<file path="config.mk">
export PLATFORM = sky130hd
export DESIGN_NAME = bpc_div
export DESIGN_NICKNAME = d
export VERILOG_FILES = /design/src/rtl/bpc_pkg.sv /design/src/rtl/bpc_div.sv
export SDC_FILE = /design/constraint.sdc
export NUM_CORES = 2
export LEC_CHECK = 0
export BUFFER_PORTS_ARGS = -buffer_cell sky130_fd_sc_hd__buf_2
export CAP_MARGIN = 20
export CORE_AREA = 3 3 668 670
export DETAILED_ROUTE_END_ITERATION = 16
export DIE_AREA = 0 0 671 673
export GPL_TIMING_DRIVEN = 0
export HOLD_SLACK_MARGIN = 0.05
export PLACE_DENSITY = 0.53
export SYNTH_ARGS = -nofsm -noshare
export SYNTH_HDL_FRONTEND = slang
export SYNTH_SLANG_ARGS = --single-unit
</file>
<file path="constraint.sdc">
create_clock -name clk -period 7.8 [get_ports clk]
set_clock_uncertainty 0.2 [all_clocks]
set_input_delay 0.39 -clock clk [delete_from_list [all_inputs] [get_ports clk]]
set_output_delay 0.39 -clock clk [all_outputs]
set_load 0.1 [all_outputs]
</file>
<file path="src/rtl/bpc_pkg.sv">
// Shared types, constants and helpers for the barometric compensation pipeline.
// No dependencies.
package bpc_pkg;

  localparam int DIV_W   = 32;
  localparam int DIV_LAT = DIV_W;

  localparam logic [1:0] REG_CAL_A = 2'd0;
  localparam logic [1:0] REG_CAL_B = 2'd1;
  localparam logic [1:0] REG_CAL_C = 2'd2;

  localparam logic [31:0] K_B6_OFS  = 32'd4000;
  localparam logic [31:0] K_B7_MUL  = 32'd50000;
  localparam logic [31:0] K_B4_OFS  = 32'd32768;
  localparam logic [31:0] K_P_SQ    = 32'd3038;
  localparam logic [31:0] K_P_LIN   = 32'hFFFF_E343; // -7357
  localparam logic [31:0] K_P_OFS   = 32'd3791;

  typedef struct packed {
    logic        v;
    logic [31:0] x1;
    logic        neg;
    logic        err;
    logic [15:0] up;
  } sd1_t;

  typedef struct packed {
    logic        v;
    logic [31:0] t;
    logic        err;
    logic        b7_low;
  } sd2_t;

  function automatic logic [31:0] sx16(input logic [15:0] v);
    return {{16{v[15]}}, v};
  endfunction

  function automatic logic [31:0] asr(input logic [31:0] v, input int n);
    return 32'($signed(v) >>> n);
  endfunction

endpackage

</file>
<file path="src/rtl/bpc_div.sv">
// Pipelined unsigned 32/32 restoring divider, one quotient bit per stage.
// Depends on bpc_pkg.
module bpc_div
  import bpc_pkg::*;
(
  input  logic             clk,
  input  logic             en,
  input  logic [DIV_W-1:0] num,
  input  logic [DIV_W-1:0] den,
  output logic [DIV_W-1:0] quo
);

  logic [DIV_W-1:0] nr [DIV_LAT+1];
  logic [DIV_W-1:0] dr [DIV_LAT+1];
  logic [DIV_W-1:0] rr [DIV_LAT+1];
  logic [DIV_W-1:0] qr [DIV_LAT+1];

  assign nr[0] = num;
  assign dr[0] = den;
  assign rr[0] = '0;
  assign qr[0] = '0;

  for (genvar k = 0; k < DIV_LAT; k++) begin : g_stage
    logic [DIV_W:0]   rs;
    logic [DIV_W:0]   diff;
    logic             ge;
    always_comb begin
      rs   = {rr[k], nr[k][DIV_W-1]};
      diff = rs - {1'b0, dr[k]};
      ge   = rs >= {1'b0, dr[k]};
    end
    always_ff @(posedge clk) begin
      if (en) begin
        nr[k+1] <= {nr[k][DIV_W-2:0], 1'b0};
        dr[k+1] <= dr[k];
        rr[k+1] <= ge ? diff[DIV_W-1:0] : rs[DIV_W-1:0];
        qr[k+1] <= {qr[k][DIV_W-2:0], ge};
      end
    end
  end

  assign quo = qr[DIV_LAT];

endmodule

</file>
==> results by group <==
STA
  – Final hold vios: 0
  – Final period utilization: 67.95%
  – Min Hold Slack: 0.1698 ns
  – Max Transition Viols Final: 0
  – Slew @ Worst Pin: 1.056 ns
  – Final setup vio count: 0
  – Highest Clock Rate: 188.7 MHz
  – Rel. slew slack: 29.61%
  – Setup tns final: 0 ns
  – Fin crit period: 5.300 ns
  – RSZ-0062 raised after global routing: no

Synthesis
  – Sequential element share of the synthesized area: 58.58%
  – Post-synth net total: 13720
  – Async set-reset flop share out of synthesis: 0%
  – Commonest register cell after synthesis: edfxtp_1
  – YS warnings: 0
  – Synth Register Bits: 3008
  – Synthesized area: 0.1542 sq mm
  – Unique masters post-synth: 108
  – Average size of a mapped cell: 12.21 sq um
  – Post-synth EDFFs: 3008
  – Mapped Cells: 12630

Detailed routing
  – Drt first-iter violations: 7040
  – DRC: 0
  – Post-route ant nets: 0
  – Via count of the routed design: 96230
  – Routed WL: 365300 um
  – DRT Pass-1 Iters: 7
  – Avg Vias per Cell: 4.952
  – Wire per inst: 18.80 um

Finish
  – Commonest non-fill, non-tap cell in the layout: edfxtp_1
  – Fin nets: 14320
  – Area growth syn-to-layout: 13.94%
  – Commonest cells after routing, fill and taps aside: edfxtp_1, inv_1, a21oi_1
  – Fill cells: 42130
  – Share of cells above drive strength 1: 9.289%

Power and ir drop
  – Total chip power: 0.07339 W
  – Power Density: 417.7 mW/mm^2
  – LEAKAGE: 69.50 nW
  – Worst VDD drop: 0.0002203 V

Global route
  – Pin count of the biggest net entering global routing: 173
  – GR Overflow Total: 0
  – Antenna violations before repair: 5
  – Vias in the first global route: 94080
  – First-pass GRT wire length: 559500 um
  – All-Layer GR Usage: 15.73%

Floorplan
  – Core Rows: 244
  – Core footprint: 0.4411 sq mm
  – Die width: 671 um
  – DIE HEIGHT: 673 um
  – Initial core utilization: 34.95%
  – I/O pin count: 98
  – Die area: 0.4516 sq mm

Placed design
  – PortBufs: 97
  – Routability cong.: 0.8765
  – HPWL after detailed placement: 271200 um

Clocking
  – CTS sink cnt: 3008
  – Hold-fix buffers, CTS: 128
  – CTS Buf Count: 352
  – Clk slew on worst S/H paths: 0.06 ns
  – CTS root buffer: clkbuf_16
  – TritonCTS clock tree: built
  – Clk_lat worst skew: 0.94 ns
  – H-tree Lvls: 5
  – Post-CTS Resized: 0
  – Setup Fix Bufs, Post-CTS: 0
  – Clock buffer depth: 4

Worst setup path
  – WP data arrival: 5.70 ns
  – Worst EP required: 8.20 ns
  – CP max FO: 10
  – WS Path Type: reg2reg
  – CP Capture Type: register
  – CP Launch Type: register

Status
  – Status: finished clean

Job
  – Max_cap viols: 0

Min path
  – Hold/Removal Path Class: reg2reg
-- worst max-delay path, cell delays in order (launching register included) --
cell,delay [ns]
edfxtp_1,0.41
ha_1,0.29
clkbuf_1,0.25
nand3_1,0.12
nor3_1,0.79
o21ai_0,0.44
a211oi_1,0.44
a21oi_1,0.19
o21bai_1,0.16
a21oi_1,0.08
o21ai_1,0.22
clkbuf_1,0.63
clkbuf_1,0.53
a21oi_1,0.22
-- cells in the mapped netlist, drive strengths merged (111+ instances only) --
master	count	share of area (%)
a21oi	1009	3.3
clkbuf	262	0.64
mux2	443	3.2
ha	994	8.1
edfxtp	3008	59
inv	1240	3.0
nor2b	146	0.59
a31oi	111	0.47
nand2	769	1.9
nor2	687	1.7
nand3	193	0.63
nand2b	134	0.54
xnor2	527	3.0
o21ai	698	2.3
nand4	168	0.68
a21o	580	2.8
o21a	116	0.57
xor2	292	1.7
o21bai	132	0.64
-- power breakdown --
part / internal (W) / switching, W / leakage (nW)
Sequential: 0.0232 / 0.00230 / 29.4
Combinational: 0.0134 / 0.0178 / 34.4
Clock: 0.00984 / 0.00683 / 5.69
Total: 0.0464 / 0.0270 / 69.5
-- cell type report --
cell class / instances / area [sq um] / share of cell area (%)
Timing Repair Buffer: 247 / 2367 / 1.347
Clock inverter: 239 / 2554 / 1.453
Tap cell: 5904 / 7387 / 4.204
Clock buffer: 411 / 9179 / 5.224
Sequential cell: 3008 / 90330 / 51.41
Buffer: 362 / 1605 / 0.9136
Multi-Input combinational cell: 8015 / 57620 / 32.79
Antenna cell: 5 / 12.51 / 0.007121
Inverter: 1240 / 4654 / 2.649
-- registers in the layout, summed over array words and instances (netlist names) --
register / cells
nr: 465
g_stage.rs: 1023
quo: 32
dr: 992
qr: 496
-- final timing paths --
path | start | to | slack (ns) | cells past startpoint
setup reg to reg | g_stage[27].rs[10]$_DFFE_PP_ | g_stage[28].rs[26]$_DFFE_PP_ | 2.50 | 13
setup / recovery | g_stage[27].rs[10]$_DFFE_PP_ | g_stage[28].rs[26]$_DFFE_PP_ | 2.50 | 13
hold / removal | nr[1004]$_DFFE_PP_ | nr[973]$_DFFE_PP_ | 0.17 | 0
hold reg to reg | nr[1004]$_DFFE_PP_ | nr[973]$_DFFE_PP_ | 0.17 | 0
-- per-layer routing --
layer / global-route usage, % / share of wire [%] / up-vias
met2: 27.15 / 49 / 1727
met1: 21.00 / 45 / 46170
met5: 0 / 0.0036 / -
li1: - / - / 47840
met3: 1.832 / 3.9 / 496
met4: 3.989 / 2.5 / 2
-- cell families after synthesis --
group	count (synthesis)	share of synthesized area (%)
buf+inv	1602	4.059
simple gates	2497	7.627
fa+ha+maj	1024	8.455
xor+xnor	819	4.652
mux	482	3.488
compound gates	3193	13.14
flops	3008	58.58
-- stage by stage --
| stage | instance area (sq um) | worst slack [ns] | utilization [%] | std cells |
|---|---|---|---|---|
| 2_1_floorplan | 154200 | 3.894 | - | 12630 |
| 3_3_place_gp | 162100 | -44.47 | 36.74 | 18630 |
| 3_5_place_dp | 162700 | 2.514 | 36.88 | 18650 |
| 4_1_cts | 175700 | 2.492 | 39.83 | 19430 |
| 5_1_grt | 175700 | 2.214 | 39.83 | 19430 |
| 6_report | 175700 | 2.500 | 39.83 | 19430 |
No activity file was read; power rests on OpenSTA's default activity.
